**src/rtl/htfcc_pkg.sv**
```systemverilog
package htfcc_pkg;

  // byte places within one six-byte sensor frame
  localparam logic [2:0] POS_T_MSB = 3'd0;
  localparam logic [2:0] POS_T_LSB = 3'd1;
  localparam logic [2:0] POS_T_CRC = 3'd2;
  localparam logic [2:0] POS_H_MSB = 3'd3;
  localparam logic [2:0] POS_H_LSB = 3'd4;
  localparam logic [2:0] POS_H_CRC = 3'd5;

  // crc-8, polynomial x^8+x^5+x^4+1, msb first
  localparam logic [7:0] CRC_POLY = 8'h31;

  // temperature: 1000 + trunc((8786*S - 153518080) / 327680)
  localparam int unsigned TEMP_GAIN   = 8786;
  localparam int unsigned TEMP_OFFSET = 153518080;
  localparam int unsigned TEMP_BASE   = 1000;
  // 52429 / 2^18 is 1/5 plus a small excess, exact for 13-bit dividends
  localparam int unsigned RECIP_FIVE  = 52429;

  // humidity: max(0, trunc((1250*S - 3932160) / 65536))
  localparam int unsigned HUM_GAIN   = 1250;
  localparam int unsigned HUM_OFFSET = 3932160;

  // limits of the converted codes
  localparam logic [11:0] TEMP_CODE_MIN = 12'd532;
  localparam logic [11:0] TEMP_CODE_MAX = 12'd2288;
  localparam logic [10:0] HUM_CODE_MAX  = 11'd1189;

  // one result transaction
  typedef struct packed {
    logic        humidity_crc_ok;
    logic        temperature_crc_ok;
    logic [10:0] humidity_code;
    logic [11:0] temperature_code;
  } result_t;

  // one byte through the crc-8 shift register
  function automatic logic [7:0] crc8_update(input logic [7:0] crc, input logic [7:0] data);
    logic [7:0] c;
    c = crc ^ data;
    for (int i = 0; i < 8; i++) begin
      if (c[7]) begin
        c = {c[6:0], 1'b0} ^ CRC_POLY;
      end else begin
        c = {c[6:0], 1'b0};
      end
    end
    return c;
  endfunction

endpackage

```
**src/rtl/humidity_temp_frame_check_convert_top.sv**
```systemverilog
// channel  | direction | tdata (low bit up)                        | tuser
// ---------+-----------+-------------------------------------------+-------------
// s_axis   | in        | [7:0] data_byte                           | frame_start
// m_axis   | out       | [11:0] temperature_code, [22:12]          | -
//          |           | humidity_code, [23] temperature_crc_ok,   |
//          |           | [24] humidity_crc_ok, [31:25] zero        |
//
// one byte is taken per cycle while s_axis_tready_o is high; the sixth byte of
// a frame yields a result in the output register or skid slot, others yield nothing
// temperature is scaled when its crc byte arrives; its divide by five and the
// humidity scaling run in the cycle that takes the humidity crc byte
// a two-entry output buffer (output register plus skid slot) lets bytes keep
// flowing while a result waits; s_axis_tready_o drops only when both are full
// reset is asynchronous, active low, and puts the byte order at temperature msb

module humidity_temp_frame_check_convert_top (
  input  logic        clk_i,
  input  logic        rst_ni,
  input  logic        s_axis_tvalid_i,
  output logic        s_axis_tready_o,
  input  logic [7:0]  s_axis_tdata_i,   // [7:0] data_byte
  input  logic        s_axis_tuser_i,   // [0] frame_start
  output logic        m_axis_tvalid_o,
  input  logic        m_axis_tready_i,
  output logic [31:0] m_axis_tdata_o    // [11:0] temperature_code, [22:12] humidity_code,
                                        // [23] temperature_crc_ok, [24] humidity_crc_ok
);

  // frame state
  logic [2:0]  pos_q, pos_d;
  logic [7:0]  crc_q, crc_d;
  logic [7:0]  hi_q, hi_d;
  logic [7:0]  lo_q, lo_d;
  logic [12:0] temp_quo_q, temp_quo_d;
  logic        temp_neg_q, temp_neg_d;
  logic        temp_ok_q, temp_ok_d;

  // output buffer
  logic                  out_valid_q, skid_valid_q;
  htfcc_pkg::result_t    out_q, skid_q;

  logic                  in_acc;
  logic                  out_pop;
  logic                  res_push;
  logic [2:0]            pos_eff;
  logic [7:0]            crc_new;
  logic [15:0]           word;
  logic [29:0]           t_prod;
  logic                  t_neg;
  logic [29:0]           t_mag;
  logic [28:0]           t_div5;
  logic [10:0]           t_q;
  logic [11:0]           temp_code;
  logic [26:0]           h_prod;
  logic [26:0]           h_diff;
  logic [10:0]           hum_code;
  htfcc_pkg::result_t    res;

  assign in_acc  = s_axis_tvalid_i && s_axis_tready_o;
  assign out_pop = out_valid_q && m_axis_tready_i;

  // frame start or a stray place restarts at temperature msb
  assign pos_eff = (s_axis_tuser_i || (pos_q > htfcc_pkg::POS_H_CRC)) ?
                   htfcc_pkg::POS_T_MSB : pos_q;

  // running crc; the msb of a word starts from zero
  assign crc_new = htfcc_pkg::crc8_update(
                     ((pos_eff == htfcc_pkg::POS_T_MSB) || (pos_eff == htfcc_pkg::POS_H_MSB)) ?
                     8'h00 : crc_q, s_axis_tdata_i);

  // held word with status bits cleared
  assign word = {hi_q, lo_q[7:2], 2'b00};

  // temperature numerator as sign and magnitude, magnitude divided by 65536
  assign t_prod = 30'(word) * 30'(htfcc_pkg::TEMP_GAIN);
  assign t_neg  = t_prod < 30'(htfcc_pkg::TEMP_OFFSET);
  assign t_mag  = t_neg ? (30'(htfcc_pkg::TEMP_OFFSET) - t_prod) :
                          (t_prod - 30'(htfcc_pkg::TEMP_OFFSET));

  // remaining divide by five through the reciprocal, then the offset
  assign t_div5    = 29'(temp_quo_q) * 29'(htfcc_pkg::RECIP_FIVE);
  assign t_q       = t_div5[28:18];
  assign temp_code = temp_neg_q ? (12'(htfcc_pkg::TEMP_BASE) - 12'(t_q)) :
                                  (12'(htfcc_pkg::TEMP_BASE) + 12'(t_q));

  // humidity scaling, negative results clamp to zero
  assign h_prod   = 27'(word) * 27'(htfcc_pkg::HUM_GAIN);
  assign h_diff   = h_prod - 27'(htfcc_pkg::HUM_OFFSET);
  assign hum_code = (h_prod < 27'(htfcc_pkg::HUM_OFFSET)) ? 11'd0 : h_diff[26:16];

  assign res.temperature_code   = temp_code;
  assign res.humidity_code      = hum_code;
  assign res.temperature_crc_ok = temp_ok_q;
  assign res.humidity_crc_ok    = (crc_q == s_axis_tdata_i);

  // byte order and per-place updates
  always_comb begin
    pos_d      = pos_q;
    crc_d      = crc_q;
    hi_d       = hi_q;
    lo_d       = lo_q;
    temp_quo_d = temp_quo_q;
    temp_neg_d = temp_neg_q;
    temp_ok_d  = temp_ok_q;
    res_push   = 1'b0;
    if (in_acc) begin
      case (pos_eff)
        htfcc_pkg::POS_T_MSB, htfcc_pkg::POS_H_MSB: begin
          hi_d  = s_axis_tdata_i;
          crc_d = crc_new;
          pos_d = pos_eff + 3'd1;
        end
        htfcc_pkg::POS_T_LSB, htfcc_pkg::POS_H_LSB: begin
          lo_d  = s_axis_tdata_i;
          crc_d = crc_new;
          pos_d = pos_eff + 3'd1;
        end
        htfcc_pkg::POS_T_CRC: begin
          temp_quo_d = t_mag[28:16];
          temp_neg_d = t_neg;
          temp_ok_d  = (crc_q == s_axis_tdata_i);
          pos_d      = htfcc_pkg::POS_H_MSB;
        end
        htfcc_pkg::POS_H_CRC: begin
          res_push = 1'b1;
          pos_d    = htfcc_pkg::POS_T_MSB;
        end
        default: begin
          pos_d = htfcc_pkg::POS_T_MSB;
        end
      endcase
    end
  end

  always_ff @(posedge clk_i or negedge rst_ni) begin
    if (!rst_ni) begin
      pos_q <= htfcc_pkg::POS_T_MSB;
    end else begin
      pos_q <= pos_d;
    end
  end

  always_ff @(posedge clk_i) begin
    crc_q      <= crc_d;
    hi_q       <= hi_d;
    lo_q       <= lo_d;
    temp_quo_q <= temp_quo_d;
    temp_neg_q <= temp_neg_d;
    temp_ok_q  <= temp_ok_d;
  end

  // output register with skid slot behind it
  always_ff @(posedge clk_i or negedge rst_ni) begin
    if (!rst_ni) begin
      out_valid_q  <= 1'b0;
      skid_valid_q <= 1'b0;
    end else begin
      if (skid_valid_q) begin
        if (out_pop) begin
          skid_valid_q <= 1'b0;
        end
      end else if (res_push) begin
        if (out_valid_q && !out_pop) begin
          skid_valid_q <= 1'b1;
        end else begin
          out_valid_q <= 1'b1;
        end
      end else if (out_pop) begin
        out_valid_q <= 1'b0;
      end
    end
  end

  always_ff @(posedge clk_i) begin
    if (skid_valid_q) begin
      if (out_pop) begin
        out_q <= skid_q;
      end
    end else if (res_push) begin
      if (out_valid_q && !out_pop) begin
        skid_q <= res;
      end else begin
        out_q <= res;
      end
    end
  end

  assign s_axis_tready_o = !skid_valid_q;
  assign m_axis_tvalid_o = out_valid_q;
  assign m_axis_tdata_o  = {7'd0, out_q};

  // the skid slot only fills behind a held output
  assert property (@(posedge clk_i) disable iff (!rst_ni) skid_valid_q |-> out_valid_q)
    else $error("skid slot full while output register empty");

  // byte order never leaves the six frame places
  assert property (@(posedge clk_i) disable iff (!rst_ni) pos_q <= htfcc_pkg::POS_H_CRC)
    else $error("byte place out of range");

  // a result arriving at a stalled output must park in the skid slot
  assert property (@(posedge clk_i) disable iff (!rst_ni)
    (res_push && out_valid_q && !m_axis_tready_i) |=> skid_valid_q)
    else $error("result lost at stalled output");

  // converted codes stay inside the sensor's range
  assert property (@(posedge clk_i) disable iff (!rst_ni)
    m_axis_tvalid_o |-> (out_q.temperature_code >= htfcc_pkg::TEMP_CODE_MIN) &&
                        (out_q.temperature_code <= htfcc_pkg::TEMP_CODE_MAX) &&
                        (out_q.humidity_code <= htfcc_pkg::HUM_CODE_MAX))
    else $error("converted code out of range");

endmodule
```
**config.mk**
```make
export PLATFORM = sky130hd
export DESIGN_NAME = humidity_temp_frame_check_convert_top
export DESIGN_NICKNAME = d
export VERILOG_FILES = /design/src/rtl/htfcc_pkg.sv /design/src/rtl/humidity_temp_frame_check_convert_top.sv
export SDC_FILE = /design/constraint.sdc
export NUM_CORES = 1
export LEC_CHECK = 0
export BUFFER_PORTS_ARGS = -buffer_cell sky130_fd_sc_hd__buf_2
export CAP_MARGIN = 0
export CORE_ASPECT_RATIO = 1.1
export CORE_MARGIN = 4
export CORE_UTILIZATION = 40
export DETAILED_ROUTE_END_ITERATION = 16
export MAX_ROUTING_LAYER = met4
export PLACE_DENSITY = 0.63
export SLEW_MARGIN = 40
export SYNTH_ARGS = -nofsm -noshare
export SYNTH_HDL_FRONTEND = slang
export SYNTH_SLANG_ARGS = --single-unit
```
**constraint.sdc**
```tcl
create_clock -name clk_i -period 12.1 [get_ports clk_i]
set_input_delay 1.21 -clock clk_i [delete_from_list [all_inputs] [get_ports clk_i]]
set_output_delay 1.21 -clock clk_i [all_outputs]
set_load 0.01 [all_outputs]
```
==> impl_metrics.sql, run 1 <==
INSERT INTO impl_metrics (metric_group, metric, value, unit) VALUES
('final_layout', 'flow.area_growth_from_synthesis', '7.23', '%'),
('clock_network', 'cts_setup_buffers', '0', ''),
('placed_design', 'routabilityCongestion', '0.901', ''),
('drt', 'drt_first_iter_violations', '482', ''),
('timing', 'worst_clock_skew', '0.0158', 'ns'),
('critical_path', 'r2r_cells', '21', ''),
('timing', 'report.final.setup_viol', '0', ''),
('global_route', 'global_route.usage.total', '15.7', '%'),
('clock_network', 'cts.clk_slew.worst_paths', '0.08', 'ns'),
('drt', 'detail_route.vias_per_cell', '5.04', ''),
('critical_path', 'endpoint_kind', 'register', ''),
('critical_path', 'cp.arrival', '6.47', 'ns'),
('timing', 'slew-limit-headroom', '44.3', '%'),
('drt', 'iteration_count_of_the_initial_detailed_routing_pass', '5', ''),
('yosys', 'synth.yosys.seq_area_share', '21.6', '%'),
('final_layout', 'num-fill-cells', '3078', ''),
('global_route', 'grt_antenna_before_repair', '0', ''),
('timing', 'grt_setup_unrepaired', 'no', ''),
('yosys', 'netlist_instances', '1301', ''),
('yosys', 'synth_warnings', '0', ''),
('floorplan', 'floorplan.rows', '68', ''),
('yosys', 'syn_area_per_cell', '9.72', 'um2'),
('yosys', 'synth-main-ff-cell', 'sky130_fd_sc_hd__edfxtp_1', ''),
('final_layout', 'num-nets-final', '1674', ''),
('drt', 'post-route-drc-count', '0', ''),
('worst_hold_path', 'hold_path.class', 'reg2reg', ''),
('final_layout', 'final_cell_mix', '262 x sky130_fd_sc_hd__inv_1, 231 x sky130_fd_sc_hd__ha_1, 101 x sky130_fd_sc_hd__fa_1, 87 x sky130_fd_sc_hd__edfxtp_1, 69 x sky130_fd_sc_hd__nand2_1', ''),
('critical_path', 'critical_path_class', 'reg2reg', ''),
('timing', 'min_period', '6.36', 'ns'),
('status', 'run_status', 'finished, final reports clean', ''),
('clock_network', 'cts_tree', 'done', ''),
('run', 'cap_violations', '0', ''),
('global_route', 'first_global_vias', '9067', ''),
('floorplan', 'io_pins', '47', ''),
('floorplan', 'dieHeight', '194', 'um'),
('global_route', 'global_route_wire_length_before_repair', '43.8', 'mm'),
('floorplan', 'placeableCoreArea', '0.0313', 'mm2'),
('global_route', 'largest_net_degree_at_the_start_of_global_routing', '26', ''),
('clock_network', 'cts_h_tree_lvls', '3', ''),
('floorplan', 'die-area', '0.0345', 'mm2'),
('global_route', 'grt-ovfl-total', '0', ''),
('clock_network', 'clock_latency', '0.36', 'ns'),
('timing', 'timing.final.hold_violations', '0', ''),
('yosys', 'number_of_enable_flip_flop_cells_after_synthesis', '87', ''),
('clock_network', 'tritoncts_num_sinks', '92', ''),
('clock_network', 'cts.root.buffer_cell', 'sky130_fd_sc_hd__clkbuf_16', ''),
('clock_network', 'cts_resized', '0', ''),
('yosys', 'yosys_register_bits', '92', ''),
('yosys', 'mappedNetlistArea', '0.0126', 'mm2'),
('drt', 'routed_wirelength', '25.4', 'mm'),
('timing', 'max_freq', '157', 'MHz'),
('yosys', 'synthDominantAreaCellType', 'sky130_fd_sc_hd__ha_1', ''),
('worst_hold_path', 'hold-path-cell-count', '0', ''),
('yosys', 'postSynth.asyncResetShare', '5.43', '%'),
('timing', 'actual_transition_at_the_worst_max_transition_pin', '0.833', 'ns'),
('placed_design', 'place.port_buffers', '39', ''),
('floorplan', 'starting_density', '40.4', '%'),
('final_layout', 'ratio_of_cells_with_drive_above_1_in_the_final_layout', '7.42', '%'),
('clock_network', 'ctsHoldBuffers', '0', ''),
('yosys', 'yosysTopAreaCellShare', '22.9', '%'),
('yosys', 'netlist-cell-type-count', '79', ''),
('floorplan', 'die_x', '178', 'um'),
('placed_design', 'post-dp-hpwl', '21.6', 'mm'),
('critical_path', 'crit_fanout', '6', ''),
('drt', 'via_count', '8845', ''),
('timing', 'drv_slew', '0', ''),
('drt', 'final_antenna_net_count', '0', ''),
('timing', 'finalCritPeriodShare', '52.5', '%'),
('critical_path', 'critPathRequiredTime', '12.21', 'ns'),
('drt', 'post_drt_wl_per_cell', '14.5', 'um'),
('yosys', 'synthTopCellsByArea', 'sky130_fd_sc_hd__ha_1 23%, sky130_fd_sc_hd__edfxtp_1 21%, sky130_fd_sc_hd__fa_1 16%', ''),
('clock_network', 'cts_buffer_depth', '2', ''),
('clock_network', 'cts_buffers', '9', ''),
('final_layout', 'antenna_fix_cells', '0', ''),
('final_layout', 'layout.cells.most_common', 'sky130_fd_sc_hd__inv_1', ''),
('critical_path', 'worstSetupStartpointType', 'register', ''),
('timing', 'final.setup.tns', '0', 'ns');
-- cells by family after synthesis --
family	Yosys count	share of synthesized area [%]
fa+ha+maj	332	38.8
simple gates	247	9.94
buf+inv	293	9.05
other cells	1	0.0297
mux	32	2.74
compound gates	208	11.1
flops	92	21.6
xor+xnor	96	6.65
-- layout make-up --
class / count / area, um2 / area share, %
Tap cell: 420 / 526 / 3.88
Clock inverter: 7 / 72.6 / 0.535
Timing Repair Buffer: 41 / 210 / 1.55
Sequential cell: 92 / 2740 / 20.2
Inverter: 263 / 987 / 7.28
Clock buffer: 9 / 225 / 1.66
Multi-Input combinational cell: 922 / 8800 / 64.9
-- sequential cells by signal, indices dropped and copies added, names as in the netlist, 3 cells and up --
| name | flops |
|---|---|
| pos_q | 3 |
| temp_quo_q | 13 |
| crc_q | 8 |
| lo_q | 6 |
| hi_q | 8 |
| skid_q | 25 |
| m_axis_tdata_o | 25 |
-- final timing paths --
path | slack [ns] | endpoint | startpoint
worst max-delay path | 5.74 | m_axis_tdata_o[8] | temp_quo_q[7]
worst min-delay path | 0.45 | skid_q[23] | temp_ok_q
worst max register to register | 5.74 | m_axis_tdata_o[8] | temp_quo_q[7]
worst min register to register | 0.45 | skid_q[23] | temp_ok_q
max in group asynchronous | 11.24 | skid_valid_q | rst_ni
min in group asynchronous | 0.69 | m_axis_tvalid_o | rst_ni
-- critical path, stage by stage (launching register included) --
cell and delay [ns]:
sky130_fd_sc_hd__edfxtp_1 0.49, sky130_fd_sc_hd__ha_1 0.39, sky130_fd_sc_hd__fa_1 0.54, sky130_fd_sc_hd__fa_1 0.55
sky130_fd_sc_hd__inv_1 0.06, sky130_fd_sc_hd__fa_1 0.53, sky130_fd_sc_hd__inv_1 0.06, sky130_fd_sc_hd__fa_1 0.47
sky130_fd_sc_hd__ha_1 0.44, sky130_fd_sc_hd__nand4_1 0.16, sky130_fd_sc_hd__o32ai_1 0.46, sky130_fd_sc_hd__a31oi_1 0.13
sky130_fd_sc_hd__o21ai_0 0.24, sky130_fd_sc_hd__xor2_1 0.26, sky130_fd_sc_hd__inv_1 0.09, sky130_fd_sc_hd__ha_1 0.20
sky130_fd_sc_hd__o21ai_0 0.11, sky130_fd_sc_hd__a21oi_1 0.16, sky130_fd_sc_hd__nor3b_1 0.21, sky130_fd_sc_hd__o21ai_0 0.11
sky130_fd_sc_hd__xor2_1 0.17, sky130_fd_sc_hd__mux2_2 0.28
-- cells in the mapped netlist, drive strengths merged (8+ instances only) --
cell type	number
inv	262
ha	231
fa	101
edfxtp	87
nand2	69
xnor2	65
nor2	55
o21ai	50
a21oi	45
xor2	31
mux2	21
a21o	18
nand3	18
clkbuf	17
nor3	17
a211oi	15
nand4	15
buf	13
nand2b	13
o31ai	13
mux2i	11
a31oi	9
or3	9
and2	8
o21a	8
-- stage by stage --
step	util (%)	cell area (um2)	hold WS (ns)	setup slack (ns)	instances
finish	43.3	13600	0.452	5.74	1754
global route	43.3	13600	0.474	5.37	1754
CTS	43.3	13600	0.453	5.77	1754
detailed placement	42.3	13300	0.435	5.77	1738
global placement	42.3	13300	0.430	5.87	1738
floorplan	-	12700	0.422	6.48	1307
-- routing by layer --
| metal | up-vias | global-route usage [%] | wire length [um] |
|---|---|---|---|
| met4 | 0 | 2.35 | 237 |
| met5 | - | - | 0 |
| met3 | 14 | 1.69 | 481 |
| met1 | 4283 | 19.9 | 11600 |
| met2 | 82 | 27.7 | 13100 |
| li1 | 4466 | - | - |
Power of run 1 is left out: the tool's default activity adds up to more than one toggle a clock period on the data nets, which glitch-free logic cannot reach.
==> run 2: changes to the inputs <==
==> constraint.sdc (replaced) <==
create_clock -name clk_i -period 6.45 [get_ports clk_i]
set_input_delay 0.645 -clock clk_i [delete_from_list [all_inputs] [get_ports clk_i]]
set_output_delay 0.645 -clock clk_i [all_outputs]
set_load 0.01 [all_outputs]
==> run 2 against run 1 <==
Utilization increased by 0.41 points. Critical endpoint unchanged. Die area stayed put. Worst hold slack worse by 0.33 ns. First-iteration DRC count fell by 19%.
==> impl_metrics.sql, run 2 (synthesized netlist as in run 1, its figures left out) <==
INSERT INTO impl_metrics (metric_group, metric, value, unit) VALUES
('status', 'run_status', 'finished, final reports clean', ''),
('final_layout', 'layout.cells.most_common', 'sky130_fd_sc_hd__inv_1', ''),
('global_route', 'grt-ovfl-total', '0', ''),
('critical_path', 'rr_startpoint', 'temp_quo_q[7]', ''),
('global_route', 'globalRouteMet2Util', '28.5', '%'),
('drt', 'post-route-drc-count', '0', ''),
('drt', 'drt_first_iter_violations', '392', ''),
('placed_design', 'post-dp-hpwl', '21.8', 'mm'),
('critical_path', 'critPathRequiredTime', '6.57', 'ns'),
('final_layout', 'ratio_of_cells_with_drive_above_1_in_the_final_layout', '8.69', '%'),
('drt', 'via_count', '8869', ''),
('global_route', 'first_global_vias', '9201', ''),
('timing', 'timing.final.hold_violations', '0', ''),
('floorplan', 'io_pins', '47', ''),
('global_route', 'global_route.usage.total', '15.9', '%'),
('final_layout', 'layout.cell_area.non_filler', '0.0137', 'mm2'),
('final_layout', 'num-nets-final', '1687', ''),
('placed_design', 'routabilityCongestion', '0.863', ''),
('timing', 'worst_clock_skew', '0.0113', 'ns'),
('floorplan', 'die_x', '178', 'um'),
('worst_hold_path', 'hold_path.class', 'in2async', ''),
('floorplan', 'floorplan.rows', '68', ''),
('clock_network', 'cts.clk_slew.worst_paths', '0.08', 'ns'),
('floorplan', 'die-area', '0.0345', 'mm2'),
('timing', 'grt_setup_unrepaired', 'no', ''),
('final_layout', 'flow.area_growth_from_synthesis', '8.25', '%'),
('timing', 'slew-limit-headroom', '48.1', '%'),
('global_route', 'grt_use_met1', '19.5', '%'),
('critical_path', 'endpoint_kind', 'register', ''),
('drt', 'detail_route.vias_per_cell', '5.02', ''),
('critical_path', 'crit_fanout', '6', ''),
('floorplan', 'dieHeight', '194', 'um'),
('clock_network', 'cts_buffers', '9', ''),
('timing', 'drv_slew', '0', ''),
('global_route', 'grt_antenna_before_repair', '0', ''),
('floorplan', 'placeableCoreArea', '0.0313', 'mm2'),
('global_route', 'largest_net_degree_at_the_start_of_global_routing', '26', ''),
('placed_design', 'dpl-instance-area', '0.0134', 'mm2'),
('clock_network', 'cts_buffer_depth', '2', ''),
('critical_path', 'cp_common_cell', 'sky130_fd_sc_hd__fa_1', ''),
('floorplan', 'starting_density', '40.4', '%'),
('placed_design', 'place.port_buffers', '39', ''),
('drt', 'post_drt_wl_per_cell', '14.5', 'um'),
('run', 'cap_violations', '0', ''),
('drt', 'iteration_count_of_the_initial_detailed_routing_pass', '5', ''),
('critical_path', 'crit_slowest_cell', 'sky130_fd_sc_hd__fa_1', ''),
('timing', 'finalCritPeriodShare', '94.7', '%'),
('final_layout', 'antenna_fix_cells', '0', ''),
('clock_network', 'tritoncts_num_sinks', '92', ''),
('clock_network', 'cts_setup_buffers', '0', ''),
('timing', 'min_period', '6.11', 'ns'),
('timing', 'actual_transition_at_the_worst_max_transition_pin', '0.779', 'ns'),
('critical_path', 'critical_path_class', 'reg2reg', ''),
('timing', 'report.final.setup_viol', '0', ''),
('clock_network', 'cts.root.buffer_cell', 'sky130_fd_sc_hd__clkbuf_16', ''),
('critical_path', 'critical_r2r_capture', 'm_axis_tdata_o[8]', ''),
('clock_network', 'clock_latency', '0.36', 'ns'),
('timing', 'final.setup.tns', '0', 'ns'),
('clock_network', 'cts_tree', 'done', ''),
('global_route', 'gr-max-usage-layer', 'met2', ''),
('critical_path', 'regToRegSetupSlack', '0.34', 'ns'),
('critical_path', 'r2r_cells', '21', ''),
('critical_path', 'worstSetupStartpointType', 'register', ''),
('timing', 'max_freq', '164', 'MHz'),
('final_layout', 'final_cell_mix', '262 x sky130_fd_sc_hd__inv_1, 230 x sky130_fd_sc_hd__ha_1, 101 x sky130_fd_sc_hd__fa_1, 87 x sky130_fd_sc_hd__edfxtp_1, 69 x sky130_fd_sc_hd__nand2_1', ''),
('critical_path', 'cp.arrival', '6.23', 'ns'),
('global_route', 'global_route_wire_length_before_repair', '44.0', 'mm'),
('drt', 'routed_wirelength', '25.6', 'mm'),
('critical_path', 'crit_path_cell_trace', 'ha_1 > fa_1 > fa_1 > inv_1 > fa_1 > inv_1 > fa_1 > ha_2 > nand4_1 > o32ai_2 > a31oi_1 > o21ai_0 > xor2_1 > inv_1 > ha_1 > o21ai_0 > a21oi_1 > nor3b_1 > o21ai_0 > xor2_1 > mux2_2', ''),
('clock_network', 'cts_h_tree_lvls', '3', ''),
('drt', 'final_antenna_net_count', '0', ''),
('critical_path', 'crit_path_max_incr_delay', '0.53', 'ns'),
('global_route', 'grt_util_met3', '1.77', '%');
==> run 2: per-layer routing <==
metal | part of all wire [%] | wire length (um)
met1 | 45 | 11500
met2 | 52 | 13300
met3 | 1.9 | 490
met4 | 1.3 | 331
met5 | 0 | 0
==> run 2: critical path, delay by kind of cell (launching register included) <==
kind            cells  cell delay, ns
flops               1            0.48
compound gates      6            1.05
fa+ha+maj           7            3.06
buf+inv             3            0.20
simple gates        2            0.37
mux                 1            0.28
xor+xnor            2            0.43
==> run 2: cell type report <==
type,instances,area [um2]
fillers,3092,17600
clock inverters,7,80.1
multi-input cells,922,8820
clock buffers,9,225
inverters,263,987
repair buffers,54,308
well taps,420,526
flip-flops and latches,92,2740
==> run 2: worst max path at each step <==
stage,startpoint,depth (start not counted),slack (ns),end
after floorplan,temp_quo_q[11],22,0.83,m_axis_tdata_o[10]
after global placement,temp_quo_q[7],21,0.47,m_axis_tdata_o[8]
after detailed placement,temp_quo_q[7],21,0.35,m_axis_tdata_o[8]
after CTS,temp_quo_q[7],21,0.34,m_axis_tdata_o[8]
after global routing,temp_quo_q[11],23,0.002,m_axis_tdata_o[8]
final,temp_quo_q[7],21,0.34,m_axis_tdata_o[8]
==> run 2: what timing repair did <==
item	4_1_cts	5_1_grt
endpoints found under the setup margin	0	3
hold buffers	0	0
gates resized for setup	0	5
==> run 2: per-stage QoR <==
| step | util, % | instances | setup WS, ns | hold WS [ns] |
|---|---|---|---|---|
| floorplan | - | 1307 | 0.828 | 0.349 |
| global route | 43.7 | 1767 | 0.00200 | 0.108 |
| CTS | 43.6 | 1767 | 0.341 | 0.104 |
| finish | 43.7 | 1767 | 0.340 | 0.117 |
| global placement | 42.7 | 1751 | 0.472 | 0.435 |
| detailed placement | 42.7 | 1751 | 0.349 | 0.445 |
Power of run 2 is left out for the same reason.
